File: src/rtl/core/page_framebuffer_draw_engine_defines.svh
// Assertion macros for the page framebuffer draw engine.
`ifndef PAGE_FRAMEBUFFER_DRAW_ENGINE_DEFINES_SVH
`define PAGE_FRAMEBUFFER_DRAW_ENGINE_DEFINES_SVH

`ifndef NO_ASSERTIONS

`define PFDE_ASSERT_IMP(lbl, clk, rst_n, ante, cons) \
  lbl: assert property (@(posedge clk) disable iff (!rst_n) (ante) |-> (cons)) \
    else $error("pfde assertion failed: same cycle");

`define PFDE_ASSERT_NXT(lbl, clk, rst_n, ante, cons) \
  lbl: assert property (@(posedge clk) disable iff (!rst_n) (ante) |=> (cons)) \
    else $error("pfde assertion failed: next cycle");

`else

`define PFDE_ASSERT_IMP(lbl, clk, rst_n, ante, cons)

`define PFDE_ASSERT_NXT(lbl, clk, rst_n, ante, cons)

`endif

`endif

File: src/rtl/core/pfde_pkg.sv
`timescale 1ns / 1ps
`default_nettype none

package pfde_pkg;

  localparam int FB_BYTES  = 512;
  localparam int FB_ADDR_W = 9;

  localparam logic [2:0] ACT_FILL   = 3'd0;
  localparam logic [2:0] ACT_PIXEL  = 3'd1;
  localparam logic [2:0] ACT_BLIT   = 3'd2;
  localparam logic [2:0] ACT_BYTE   = 3'd3;
  localparam logic [2:0] ACT_GLYPH  = 3'd4;
  localparam logic [2:0] ACT_READ   = 3'd5;

  localparam logic [15:0] PIX_MSB = 16'h8000;
  localparam logic [7:0]  BYTE_ON = 8'hFF;

  typedef logic [1:0] kind_t;
  localparam kind_t KIND_NONE = 2'd0;
  localparam kind_t KIND_FILL = 2'd1;
  localparam kind_t KIND_PIX  = 2'd2;
  localparam kind_t KIND_READ = 2'd3;

  typedef struct packed {
    logic capture;
    logic sweep_step;
    logic pix_advance;
    logic pix_write;
    logic read_issue;
    logic read_cap;
  } cmd_t;

  typedef struct packed {
    kind_t kind;
    logic  sweep_last;
    logic  pix_last;
    logic  pix_hit;
  } sts_t;

endpackage

`default_nettype wire

File: src/rtl/core/pfde_ram.sv
`timescale 1ns / 1ps
`default_nettype none

module pfde_ram #(
  parameter int WIDTH = 8,
  parameter int DEPTH = 512
) (
  input  wire logic                     clk,
  input  wire logic                     we,
  input  wire logic [$clog2(DEPTH)-1:0] waddr,
  input  wire logic [WIDTH-1:0]         wdata,
  input  wire logic [$clog2(DEPTH)-1:0] raddr,
  output logic      [WIDTH-1:0]         rdata
);

  logic [WIDTH-1:0] mem_r [DEPTH];

  always_ff @(posedge clk) begin
    if (we) begin
      mem_r[waddr] <= wdata;
    end
    rdata <= mem_r[raddr];
  end

endmodule

`default_nettype wire

File: src/rtl/core/pfde_ctrl.sv
`timescale 1ns / 1ps
`default_nettype none

module pfde_ctrl (
  input  wire logic           clk,
  input  wire logic           rst_n,
  input  wire logic           start,
  output logic                busy,
  output logic                out_valid,
  output pfde_pkg::cmd_t      cmd,
  input  wire pfde_pkg::sts_t sts
);

  import pfde_pkg::*;

  localparam logic [2:0] S_CLEAR  = 3'd0;
  localparam logic [2:0] S_IDLE   = 3'd1;
  localparam logic [2:0] S_FILL   = 3'd2;
  localparam logic [2:0] S_PIX_RD = 3'd3;
  localparam logic [2:0] S_PIX_WR = 3'd4;
  localparam logic [2:0] S_READ   = 3'd5;
  localparam logic [2:0] S_RCAP   = 3'd6;
  localparam logic [2:0] S_DONE   = 3'd7;

  logic [2:0] state_r;
  logic [2:0] state_nxt;

  always_comb begin
    cmd       = '0;
    state_nxt = state_r;
    unique case (state_r)
      S_CLEAR: begin
        cmd.sweep_step = 1'b1;
        if (sts.sweep_last) begin
          state_nxt = S_IDLE;
        end
      end
      S_IDLE: begin
        if (start) begin
          cmd.capture = 1'b1;
          unique case (sts.kind)
            KIND_FILL: state_nxt = S_FILL;
            KIND_PIX:  state_nxt = S_PIX_RD;
            KIND_READ: state_nxt = S_READ;
            default:   state_nxt = S_DONE;
          endcase
        end
      end
      S_FILL: begin
        cmd.sweep_step = 1'b1;
        if (sts.sweep_last) begin
          state_nxt = S_DONE;
        end
      end
      S_PIX_RD: begin
        if (sts.pix_hit) begin
          state_nxt = S_PIX_WR;
        end else if (sts.pix_last) begin
          state_nxt = S_DONE;
        end else begin
          cmd.pix_advance = 1'b1;
        end
      end
      S_PIX_WR: begin
        cmd.pix_write = 1'b1;
        if (sts.pix_last) begin
          state_nxt = S_DONE;
        end else begin
          cmd.pix_advance = 1'b1;
          state_nxt       = S_PIX_RD;
        end
      end
      S_READ: begin
        cmd.read_issue = 1'b1;
        state_nxt      = S_RCAP;
      end
      S_RCAP: begin
        cmd.read_cap = 1'b1;
        state_nxt    = S_DONE;
      end
      S_DONE: begin
        state_nxt = S_IDLE;
      end
      default: begin
        state_nxt = S_IDLE;
      end
    endcase
  end

  always_ff @(posedge clk) begin
    if (!rst_n) begin
      state_r <= S_CLEAR;
    end else begin
      state_r <= state_nxt;
    end
  end

  assign busy      = (state_r != S_IDLE);
  assign out_valid = (state_r == S_DONE);

endmodule

`default_nettype wire

File: src/rtl/core/pfde_dpath.sv
`timescale 1ns / 1ps
`default_nettype none

module pfde_dpath #(
  parameter int SCREEN_WIDTH  = 128,
  parameter int SCREEN_HEIGHT = 32
) (
  input  wire logic           clk,
  input  wire logic           rst_n,
  input  wire logic [2:0]     in_action,
  input  wire logic [7:0]     in_x,
  input  wire logic [7:0]     in_y,
  input  wire logic [7:0]     in_width,
  input  wire logic [5:0]     in_height,
  input  wire logic [15:0]    in_data,
  input  wire logic           in_color,
  input  wire logic           in_last,
  input  wire logic [8:0]     in_index,
  input  wire pfde_pkg::cmd_t cmd,
  output pfde_pkg::sts_t      sts,
  output logic [7:0]          out_read_data,
  output logic                out_accepted
);

  import pfde_pkg::*;

  localparam int PAGE_W = 5;
  localparam int COL_W  = $clog2(SCREEN_WIDTH + 1);
  localparam int LIN_W  = PAGE_W + COL_W + 1;

  localparam logic [8:0]       W_LIM   = 9'(SCREEN_WIDTH);
  localparam logic [8:0]       H_LIM   = 9'(SCREEN_HEIGHT);
  localparam logic [LIN_W-1:0] W_MUL   = LIN_W'(SCREEN_WIDTH);
  localparam logic [LIN_W-1:0] LIN_LIM = LIN_W'(FB_BYTES);

  function automatic logic [LIN_W-1:0] lin_addr(input logic [7:0] ax, input logic [7:0] ay);
    return LIN_W'(ax) + LIN_W'(ay[7:3]) * W_MUL;
  endfunction

  function automatic logic in_bounds(input logic [7:0] ax, input logic [7:0] ay);
    return ({1'b0, ax} < W_LIM) && ({1'b0, ay} < H_LIM) && (lin_addr(ax, ay) < LIN_LIM);
  endfunction

  // drawing state
  logic [7:0] cursor_x_r, cursor_x_nxt;
  logic [7:0] cursor_y_r, cursor_y_nxt;
  logic [7:0] origin_x_r, origin_x_nxt;
  logic [7:0] blit_x_r, blit_x_nxt;
  logic [7:0] blit_y_r, blit_y_nxt;
  logic [4:0] row_cnt_r, row_cnt_nxt;
  logic [4:0] row_bytes_r, row_bytes_nxt;
  logic       blit_reject_r, blit_reject_nxt;
  logic [4:0] glyph_row_r, glyph_row_nxt;
  logic       glyph_reject_r, glyph_reject_nxt;
  logic [FB_ADDR_W-1:0] sweep_cnt_r, sweep_cnt_nxt;
  logic [7:0] fill_byte_r, fill_byte_nxt;

  // pixel run and result
  logic [7:0]  base_x_r, base_x_nxt;
  logic [7:0]  pix_y_r, pix_y_nxt;
  logic [7:0]  cnt_n_r, cnt_n_nxt;
  logic [7:0]  j_r, j_nxt;
  logic [15:0] pat_r, pat_nxt;
  logic        on_r, on_nxt;
  logic        off_r, off_nxt;
  logic [8:0]  index_r, index_nxt;
  logic        acc_r, acc_nxt;
  logic [7:0]  rd_r, rd_nxt;

  logic [8:0] x_sum, y_sum, cx_sum, cy_sum, rb_full;
  logic       blit_bad, glyph_bad;
  logic [4:0] row_cnt_inc;
  logic [4:0] rb_sat;
  kind_t      cap_kind;

  logic [7:0]       px;
  logic [LIN_W-1:0] pix_lin;
  logic             white;
  logic [7:0]       bit_mask;
  logic [7:0]       ram_rdata;
  logic [7:0]       ram_wdata;
  logic [FB_ADDR_W-1:0] ram_waddr, ram_raddr;
  logic             ram_we;

  assign x_sum       = {1'b0, in_x} + {1'b0, in_width};
  assign y_sum       = {1'b0, in_y} + 9'(in_height);
  assign cx_sum      = {1'b0, cursor_x_r} + {1'b0, in_width};
  assign cy_sum      = {1'b0, cursor_y_r} + 9'(in_height);
  assign blit_bad    = (x_sum > W_LIM) || (y_sum > H_LIM);
  assign glyph_bad   = (glyph_row_r == 5'd0) ? ((cx_sum > W_LIM) || (cy_sum > H_LIM))
                                             : glyph_reject_r;
  assign row_cnt_inc = row_cnt_r + 5'd1;
  assign rb_full     = ({1'b0, in_width} + 9'd4) >> 3;
  assign rb_sat      = (rb_full > 9'd31) ? 5'd31 : rb_full[4:0];

  always_comb begin
    cursor_x_nxt     = cursor_x_r;
    cursor_y_nxt     = cursor_y_r;
    origin_x_nxt     = origin_x_r;
    blit_x_nxt       = blit_x_r;
    blit_y_nxt       = blit_y_r;
    row_cnt_nxt      = row_cnt_r;
    row_bytes_nxt    = row_bytes_r;
    blit_reject_nxt  = blit_reject_r;
    glyph_row_nxt    = glyph_row_r;
    glyph_reject_nxt = glyph_reject_r;
    fill_byte_nxt    = fill_byte_r;
    base_x_nxt       = base_x_r;
    pix_y_nxt        = pix_y_r;
    cnt_n_nxt        = cnt_n_r;
    j_nxt            = j_r;
    pat_nxt          = pat_r;
    on_nxt           = on_r;
    off_nxt          = off_r;
    index_nxt        = index_r;
    acc_nxt          = acc_r;
    rd_nxt           = rd_r;
    sweep_cnt_nxt    = sweep_cnt_r;
    cap_kind         = KIND_NONE;

    unique case (in_action)
      ACT_FILL:  cap_kind = KIND_FILL;
      ACT_PIXEL: cap_kind = KIND_PIX;
      ACT_BYTE:  cap_kind = blit_reject_r ? KIND_NONE : KIND_PIX;
      ACT_GLYPH: cap_kind = (!glyph_bad && (in_width != 8'd0)) ? KIND_PIX : KIND_NONE;
      ACT_READ:  cap_kind = KIND_READ;
      default:   cap_kind = KIND_NONE;
    endcase

    if (cmd.capture) begin
      acc_nxt   = 1'b0;
      rd_nxt    = 8'd0;
      index_nxt = in_index;
      j_nxt     = 8'd0;
      unique case (in_action)
        ACT_FILL: begin
          fill_byte_nxt = in_color ? BYTE_ON : 8'd0;
          acc_nxt       = 1'b1;
        end
        ACT_PIXEL: begin
          base_x_nxt = in_x;
          pix_y_nxt  = in_y;
          cnt_n_nxt  = 8'd1;
          pat_nxt    = PIX_MSB;
          on_nxt     = in_color;
          off_nxt    = in_color;
          acc_nxt    = in_bounds(in_x, in_y);
        end
        ACT_BLIT: begin
          if (blit_bad) begin
            blit_reject_nxt = 1'b1;
          end else begin
            blit_reject_nxt = 1'b0;
            cursor_x_nxt    = in_x;
            cursor_y_nxt    = in_y;
            origin_x_nxt    = in_x;
            blit_x_nxt      = in_x;
            blit_y_nxt      = in_y;
            row_bytes_nxt   = rb_sat;
            row_cnt_nxt     = 5'd0;
            acc_nxt         = 1'b1;
          end
        end
        ACT_BYTE: begin
          if (!blit_reject_r) begin
            base_x_nxt = blit_x_r;
            pix_y_nxt  = blit_y_r;
            cnt_n_nxt  = 8'd8;
            pat_nxt    = {in_data[7:0], 8'd0};
            on_nxt     = 1'b1;
            off_nxt    = 1'b0;
            acc_nxt    = 1'b1;
            if (row_cnt_inc >= row_bytes_r) begin
              row_cnt_nxt = 5'd0;
              blit_y_nxt  = blit_y_r + 8'd1;
              blit_x_nxt  = origin_x_r;
            end else begin
              row_cnt_nxt = row_cnt_inc;
              blit_x_nxt  = blit_x_r + 8'd8;
            end
          end
        end
        ACT_GLYPH: begin
          glyph_reject_nxt = glyph_bad;
          base_x_nxt       = cursor_x_r;
          pix_y_nxt        = cursor_y_r + 8'(glyph_row_r);
          cnt_n_nxt        = in_width;
          pat_nxt          = in_data;
          on_nxt           = in_color;
          off_nxt          = ~in_color;
          acc_nxt          = ~glyph_bad;
          if (in_last) begin
            glyph_row_nxt = 5'd0;
            if (!glyph_bad) begin
              cursor_x_nxt = cursor_x_r + in_width;
            end
          end else begin
            glyph_row_nxt = glyph_row_r + 5'd1;
          end
        end
        ACT_READ: begin
          acc_nxt = 1'b1;
        end
        default: begin
          acc_nxt = 1'b0;
        end
      endcase
    end

    if (cmd.sweep_step) begin
      sweep_cnt_nxt = sweep_cnt_r + FB_ADDR_W'(1);
    end
    if (cmd.pix_advance) begin
      j_nxt   = j_r + 8'd1;
      pat_nxt = {pat_r[14:0], 1'b0};
    end
    if (cmd.read_cap) begin
      rd_nxt = ram_rdata;
    end
  end

  always_ff @(posedge clk) begin
    if (!rst_n) begin
      cursor_x_r     <= '0;
      cursor_y_r     <= '0;
      origin_x_r     <= '0;
      blit_x_r       <= '0;
      blit_y_r       <= '0;
      row_cnt_r      <= '0;
      row_bytes_r    <= '0;
      blit_reject_r  <= 1'b1;
      glyph_row_r    <= '0;
      glyph_reject_r <= 1'b0;
      sweep_cnt_r    <= '0;
      fill_byte_r    <= '0;
    end else begin
      cursor_x_r     <= cursor_x_nxt;
      cursor_y_r     <= cursor_y_nxt;
      origin_x_r     <= origin_x_nxt;
      blit_x_r       <= blit_x_nxt;
      blit_y_r       <= blit_y_nxt;
      row_cnt_r      <= row_cnt_nxt;
      row_bytes_r    <= row_bytes_nxt;
      blit_reject_r  <= blit_reject_nxt;
      glyph_row_r    <= glyph_row_nxt;
      glyph_reject_r <= glyph_reject_nxt;
      sweep_cnt_r    <= sweep_cnt_nxt;
      fill_byte_r    <= fill_byte_nxt;
    end
  end

  always_ff @(posedge clk) begin
    base_x_r <= base_x_nxt;
    pix_y_r  <= pix_y_nxt;
    cnt_n_r  <= cnt_n_nxt;
    j_r      <= j_nxt;
    pat_r    <= pat_nxt;
    on_r     <= on_nxt;
    off_r    <= off_nxt;
    index_r  <= index_nxt;
    acc_r    <= acc_nxt;
    rd_r     <= rd_nxt;
  end

  // current pixel of the run
  assign px       = base_x_r + j_r;
  assign pix_lin  = lin_addr(px, pix_y_r);
  assign white    = pat_r[15] ? on_r : off_r;
  assign bit_mask = 8'd1 << pix_y_r[2:0];

  assign ram_we    = cmd.sweep_step | cmd.pix_write;
  assign ram_waddr = cmd.sweep_step ? sweep_cnt_r : pix_lin[FB_ADDR_W-1:0];
  assign ram_wdata = cmd.sweep_step ? fill_byte_r
                   : (white ? (ram_rdata | bit_mask) : (ram_rdata & ~bit_mask));
  assign ram_raddr = cmd.read_issue ? index_r : pix_lin[FB_ADDR_W-1:0];

  pfde_ram #(
    .WIDTH (8),
    .DEPTH (FB_BYTES)
  ) u_fb_ram (
    .clk   (clk),
    .we    (ram_we),
    .waddr (ram_waddr),
    .wdata (ram_wdata),
    .raddr (ram_raddr),
    .rdata (ram_rdata)
  );

  assign sts.kind       = cap_kind;
  assign sts.sweep_last = (sweep_cnt_r == FB_ADDR_W'(FB_BYTES - 1));
  assign sts.pix_last   = (j_r == (cnt_n_r - 8'd1));
  assign sts.pix_hit    = in_bounds(px, pix_y_r);

  assign out_read_data = rd_r;
  assign out_accepted  = acc_r;

endmodule

`default_nettype wire

File: src/rtl/core/page_framebuffer_draw_engine.sv
// From accept to result strobe: a cursor/bitmap start, a rejected beat or an unused code goes
// straight to the result state; a read passes the read-issue and read-capture states.
// A pixel, bitmap byte or glyph row passes a read and a write state per drawn pixel
// (read-modify-write on the one framebuffer RAM) and only the read state per clipped pixel.
// Throughput: the next beat is accepted the cycle after the strobe; the receiver cannot stall.
// Fill sweeps 512 bytes. After reset the framebuffer is swept to zero with busy high.
`timescale 1ns / 1ps
`default_nettype none

`include "page_framebuffer_draw_engine_defines.svh"

module page_framebuffer_draw_engine #(
  parameter int SCREEN_WIDTH  = 128,
  parameter int SCREEN_HEIGHT = 32
) (
  input  wire logic        clk,
  input  wire logic        rst_n,
  input  wire logic        start,
  output logic             busy,
  input  wire logic [2:0]  in_action,
  input  wire logic [7:0]  in_x,
  input  wire logic [7:0]  in_y,
  input  wire logic [7:0]  in_width,
  input  wire logic [5:0]  in_height,
  input  wire logic [15:0] in_data,
  input  wire logic        in_color,
  input  wire logic        in_last,
  input  wire logic [8:0]  in_index,
  output logic             out_valid,
  output logic [7:0]       out_read_data,
  output logic             out_accepted
);

  import pfde_pkg::*;

  cmd_t cmd;
  sts_t sts;

  pfde_ctrl u_ctrl (
    .clk       (clk),
    .rst_n     (rst_n),
    .start     (start),
    .busy      (busy),
    .out_valid (out_valid),
    .cmd       (cmd),
    .sts       (sts)
  );

  pfde_dpath #(
    .SCREEN_WIDTH  (SCREEN_WIDTH),
    .SCREEN_HEIGHT (SCREEN_HEIGHT)
  ) u_dpath (
    .clk           (clk),
    .rst_n         (rst_n),
    .in_action     (in_action),
    .in_x          (in_x),
    .in_y          (in_y),
    .in_width      (in_width),
    .in_height     (in_height),
    .in_data       (in_data),
    .in_color      (in_color),
    .in_last       (in_last),
    .in_index      (in_index),
    .cmd           (cmd),
    .sts           (sts),
    .out_read_data (out_read_data),
    .out_accepted  (out_accepted)
  );

  `PFDE_ASSERT_IMP(a_strobe_busy, clk, rst_n, out_valid, busy)
  `PFDE_ASSERT_NXT(a_accept_busy, clk, rst_n, start && !busy, busy)
  `PFDE_ASSERT_NXT(a_single_beat, clk, rst_n, out_valid, !out_valid && !busy)
  `PFDE_ASSERT_IMP(a_read_acc, clk, rst_n, out_valid && (out_read_data != 8'd0), out_accepted)

endmodule

`default_nettype wire

File: config.mk
export PLATFORM = sky130hd
export DESIGN_NAME = page_framebuffer_draw_engine
export DESIGN_NICKNAME = d
export VERILOG_FILES = /design/src/rtl/core/pfde_pkg.sv /design/src/rtl/core/pfde_ram.sv /design/src/rtl/core/pfde_ctrl.sv /design/src/rtl/core/pfde_dpath.sv /design/src/rtl/core/page_framebuffer_draw_engine.sv
export VERILOG_INCLUDE_DIRS = /design/src /design/src/rtl/core
export SDC_FILE = /design/constraint.sdc
export NUM_CORES = 2
export LEC_CHECK = 0
export BUFFER_PORTS_ARGS = -buffer_cell sky130_fd_sc_hd__buf_2
export CAP_MARGIN = 5
export CORE_ASPECT_RATIO = 1.1
export CORE_MARGIN = 8
export CORE_UTILIZATION = 50
export DETAILED_ROUTE_END_ITERATION = 10
export PLACE_DENSITY_LB_ADDON = 0.05
export SLEW_MARGIN = 20
export SYNTH_ARGS = -nofsm -noshare
export SYNTH_HDL_FRONTEND = slang
export SYNTH_HIERARCHICAL = 1
export SYNTH_SLANG_ARGS = --single-unit
export TNS_END_PERCENT = 50
File: constraint.sdc
create_clock -name clk -period 37.2 [get_ports clk]
set_input_delay 3.72 -clock clk [delete_from_list [all_inputs] [get_ports clk]]
set_output_delay 3.72 -clock clk [all_outputs]
set_load 0.02 [all_outputs]
* Yosys cells after proc, flatten, opt, wreduce, memory -nomap -nowiden
Memory sizes are Yosys's and may differ from the RTL's. A register that Yosys moved wholly into a read port is not among the register bits. Index checks and enable logic that the tools add are counted.
Storage, ports and cells: flip-flop bits (word level) 145, bits in writable memories 4096, input port bits 63, output and inout bits 11, memories kept 1
Cells by class: add/subtract/negate cells 17, order comparisons 12, equal/unequal tests 28, shift operators 1, mux-type cells 67, bitwise gates (word level) 7, reductions and logical operators 33
Memories:
- u_dpath.u_fb_ram.mem_r | depth 512, bits a word 8, read ports 1, clocked after memory_dff 1, write ports 1, RTL line pfde_ram.sv:16 | logic [WIDTH-1:0] mem_r [DEPTH];
Operators by type and width (number):
- $mux 8 | 17
- $pmux 8 s3 | 3
- $mux 16 | 3
- $pmux 16 s3 | 1
- $pmux 8 s2 | 3
- $lt 14x10->1 const B | 2
- $add 8x12->13 | 2
- $mux 5 | 5
- $pmux 3 s8 | 1
- $add 8x6->9 | 2
- $add 8x8->9 | 2
- $eq 3x3->1 const B | 6
- $gt 9x6->1 const B | 2
- $gt 9x8->1 const B | 2
- $mux 3 | 6
- $mux 9 | 2
- $mux 1 | 17
- $add 8x1->8 const B | 2
- $add 8x8->8 | 2
- $lt 8x6->1 const B | 2
- $lt 8x8->1 const B | 2
- $ne 2x2->1 const B | 7
- $eq 3x2->1 const B | 4
- $reduce_and 3->1 | 4
- other kinds (42) | 66

* Longest topological paths before layout
depth in word-level cells 12, mapped depth 20, gate-level depth less buffers 18

* Hierarchy
Netlist, hierarchy kept.
Modules (own cells, without submodules):
- pfde_ram | times used 1, cells an instance 8030, area an instance 159927.1 um^2
- pfde_dpath | times used 1, cells an instance 965, area an instance 8811.0 um^2
- pfde_ctrl | times used 1, cells an instance 41, area an instance 326.6 um^2

* Worst setup path before layout
Ideal clock, no wire load.
kind register -> register, start register u_ctrl.state_r[2], end memory u_dpath.u_fb_ram.mem_r[0][7] (data pin), library setup time 4.167 ns, arrival time 20.814 ns, data required time 33.033 ns, slack 12.219 ns, cell stages (with the launch flop) 6, cell sequence dfxtp_1 > buf_6 > nor2_1 > clkbuf_1 > clkbuf_1 > o21ai_0
RTL lines:
- start: declaration | RTL line pfde_ctrl.sv:25 | logic [2:0] state_r;
- start signal: assignment | RTL line pfde_ctrl.sv:94 | state_r <= state_nxt;
- end: declaration | RTL line pfde_ram.sv:16

==> impl_metrics.csv <==
group,metric,value,unit
outcome,status,"finished, final reports clean",
pwr,leakage,52.18,nW
clock_tree,clkSinkCount,4242,
logic_synthesis,netlist_area,169100,um2
sta,min_period,8525,ps
detailed_routing,vias,88130,
global_routing,grt_pass1_vias,88500,
sta,tightestPinTransition,1309,ps
place,placement.io_buffers,73,
sta,final.setup.tns,0,ps
min_path,hold_path_class,"flop to flop",
logic_synthesis,yosys-top-cells-area,"edfxtp_1 74%, mux4_2 8.7%, mux2i_1 4.9%",
place,hpwl,276700,um
clock_tree,ctsLongestPathBuffers,4,
sta,finalClockSkew,57.37,ps
finish,fin_util,0.5559,
flow_run,drv_cap,0,
logic_synthesis,ys.flop_type,"edfxtp_1",
global_routing,antenna_found_initial,28,
sta,slew_headroom,0.1182,
logic_synthesis,ys_ff_latch,4242,
sta,hold_viol_final,0,
global_routing,grt_pass1_wl,651300,um
clock_tree,cts_buffers,424,
logic_synthesis,synth_cell_types,94,
detailed_routing,routed_wl,456300,um
logic_synthesis,synth_edf_count,4163,
worst_setup_path,cp-start-kind,"flop",
clock_tree,insertion_delay,990,ps
clock_tree,clk_pin_slew_worst_paths,60,ps
detailed_routing,dr.pass1.iters,6,
detailed_routing,wl_per_cell,32.52,um
sta,fin_crit_sh,0.2292,
detailed_routing,drt-initial-drc-count,9226,
global_routing,grt_max_degree,193,
worst_setup_path,path_cells,"inv_1 -> nor2_2 -> nand2_1 -> o21ai_4 -> buf_12 -> buf_4 -> buf_4 -> buf_4 -> buf_4 -> buf_4 -> mux4_2 -> o22ai_1 -> nand2_1 -> nand4_1 -> o21ai_0 -> o2111a_1",
worst_setup_path,critPathTopFamily,"buffers and inverters",
floorplan,initial_core_util,0.5010,
clock_tree,htree_levels,5,
worst_setup_path,end_kind,"flop",
logic_synthesis,synth_nets,9165,
worst_setup_path,critPathKind,"flop to flop",
clock_tree,cts_resized,0,
worst_setup_path,critPathBufInv,7,
finish,area_delta_synth_final,10.96,%
logic_synthesis,syn-instance-count,9036,
sta,max_freq,117.3,MHz
floorplan,die_x,570.4,um
pwr,power_density,50.46,nW/um2
clock_tree,post_cts_buffers,0,
clock_tree,root_buffer,"clkbuf_16",
worst_setup_path,cp_slowest_stage_delay,840,ps
logic_synthesis,async_flop_share,0,
logic_synthesis,yosysWarnings,6,
floorplan,dieArea,357000,um2
floorplan,dieHeight,625.9,um
logic_synthesis,syn_avg_cell_area,18.71,um2
floorplan,io_pins,74,
pwr,peakVddDrop,44.51,uV
worst_setup_path,cp_common_cell,"buf_4",
sta,drv_slew,0,
global_routing,grt-ovfl-total,0,
detailed_routing,drtAntennaViolNets,0,
logic_synthesis,synth_top_area_cell,"edfxtp_1",
floorplan,rows,224,
worst_setup_path,crit_slowest_cell,"buf_4",
finish,post_route_cells_drive_above_1_share,0.1694,
clock_tree,cts_tree,"done",
sta,rsz0062_at_grt,"no",
finish,nNetsFinal,9278,
floorplan,core,337400,um2
logic_synthesis,yosysSeqAreaShare,0.7488,
worst_setup_path,worstPathRequired,38060,ps
global_routing,grt_use_total,0.2501,
sta,finalSetupViolCount,0,
clock_tree,hold_buffers,0,
finish,fillers,26050,
place,place_congestion,0.8364,
worst_setup_path,path_max_fanout,84,
logic_synthesis,synthDominantCellAreaShare,0.7394,
detailed_routing,drc,0,
worst_setup_path,arrival,9390,ps
detailed_routing,via_per_inst,6.280,
-- cells in the mapped netlist (42+ instances only) --
| library cell | instances |
|---|---|
| a21oi_1 | 234 |
| a22oi_1 | 77 |
| and2_1 | 46 |
| buf_1 | 44 |
| buf_2 | 61 |
| buf_4 | 71 |
| buf_6 | 69 |
| clkbuf_1 | 301 |
| dfxtp_1 | 79 |
| edfxtp_1 | 4163 |
| ha_1 | 60 |
| inv_1 | 42 |
| mux2i_1 | 834 |
| mux4_2 | 654 |
| nand2_1 | 243 |
| nand3_1 | 62 |
| nand4_1 | 42 |
| nor2_1 | 682 |
| nor3_1 | 122 |
| nor4_1 | 43 |
| o21ai_0 | 172 |
| o221ai_1 | 374 |
| o22ai_1 | 166 |
-- sequential cells by signal, indices dropped and copies added, names as in the netlist, 5 cells and up --
name / flops
u_dpath/base_x_r: 8
u_dpath/blit_x_r: 8
u_dpath/blit_y_r: 8
u_dpath/cnt_n_r: 8
u_dpath/cursor_x_r: 8
u_dpath/cursor_y_r: 8
u_dpath/glyph_row_r: 5
u_dpath/index_r: 9
u_dpath/j_r: 8
u_dpath/origin_x_r: 8
u_dpath/out_read_data: 8
u_dpath/pat_r: 16
u_dpath/pix_y_r: 8
u_dpath/row_bytes_r: 5
u_dpath/row_cnt_r: 5
u_dpath/sweep_cnt_r: 9
u_dpath/u_fb_ram/mem_r: 4096
u_dpath/u_fb_ram/rdata: 8
-- final timing paths --
check                          from                         to  slack (ps)  depth (start not counted)
setup / recovery  u_ctrl/state_r[2]  u_dpath/u_fb_ram/rdata[3]       28680                         16
hold / removal     u_dpath/pat_r[0]           u_dpath/pat_r[0]         460                          2
setup reg to reg  u_ctrl/state_r[2]  u_dpath/u_fb_ram/rdata[3]       28680                         16
hold reg to reg    u_dpath/pat_r[0]           u_dpath/pat_r[0]         460                          2
-- logic make-up after synthesis --
kind of cell,count (synthesis),synth area share
XOR/XNOR,56,0.002901
adder cells (fa/ha/maj),66,0.005151
AND/OR/NAND/NOR,1354,0.03572
buffers and inverters,605,0.01974
flip-flops,4242,0.7488
multiplexers,1497,0.1371
AO/OA/AOI/OAI,1216,0.05060
-- metrics by stage --
step / area (um2) / setup slack (ps) / instances / power, mW / hold WS [ps]
CTS: 187500 / 28660 / 14020 / 9.540 / 457.2
floorplan: 169100 / 12220 / 9036 / 5.298 / 431.9
global placement: 173700 / 28700 / 13240 / 5.331 / 443.6
detailed placement: 173800 / 28630 / 13240 / 5.332 / 448.1
global route: 187600 / 28320 / 14030 / 9.722 / 485.1
finish: 187600 / 28680 / 14030 / 9.466 / 457.9
-- routing by layer --
layer  GRT usage  wire [um]
met3     0.03935      29670
met5           0         25
met4     0.07219      14220
met1      0.3471     188600
met2      0.4136     223800
-- power by group --
group / leakage [nW] / total [mW] / internal, mW / switching [mW]
clock network: 6.71 / 4.24 / 2.43 / 1.80
registers: 31.2 / 5.17 / 5.17 / 0.00104
logic: 14.3 / 0.0600 / 0.0142 / 0.0457
-- worst reg2reg max path, stage by stage (launching register included) --
cell and delay, ps:
dfxtp_1 620, inv_1 200, nor2_2 830, nand2_1 240, o21ai_4 210, buf_12 480, buf_4 740, buf_4 790
buf_4 800, buf_4 850, buf_4 730, mux4_2 490, o22ai_1 180, nand2_1 150, nand4_1 410, o21ai_0 400
o2111a_1 340
-- cell type report --
class / count / area (um2) / share of cell area
flip-flops and latches: 4242 / 126600 / 0.6748
multi-input cells: 4189 / 39540 / 0.2108
clock buffers: 525 / 11160 / 0.05951
well taps: 4520 / 5655 / 0.03015
clock inverters: 255 / 2555 / 0.01362
repair buffers: 249 / 1893 / 0.01009
inverters: 43 / 168.9 / 0.0009004
diodes: 11 / 27.53 / 0.0001467
-- cell usage in the layout (no fill, tap or decap), types with 40 or more instances in the layout --
master     Yosys  routed
buf_2         61      73
nor3_1       122     119
o221ai_1     374     374
mux4_2       654     654
clkbuf_16      0     428
clkinv_1       0      83
a21oi_1      234     234
o21ai_0      172     152
o22ai_1      166     166
and2_1        46      44
nand4_1       42      42
clkbuf_1     301      88
edfxtp_1    4163    4163
ha_1          60      60
nand2_1      243     229
nand3_1       62      58
nor4_1        43      40
inv_1         42      40
clkinv_2       0      88
dfxtp_1       79      79
a22oi_1       77      77
mux2i_1      834     833
nor2_1       682     677
buf_4         71     160
bufinv_16      0      44
Note: power is estimated with default switching activity, not from simulation.
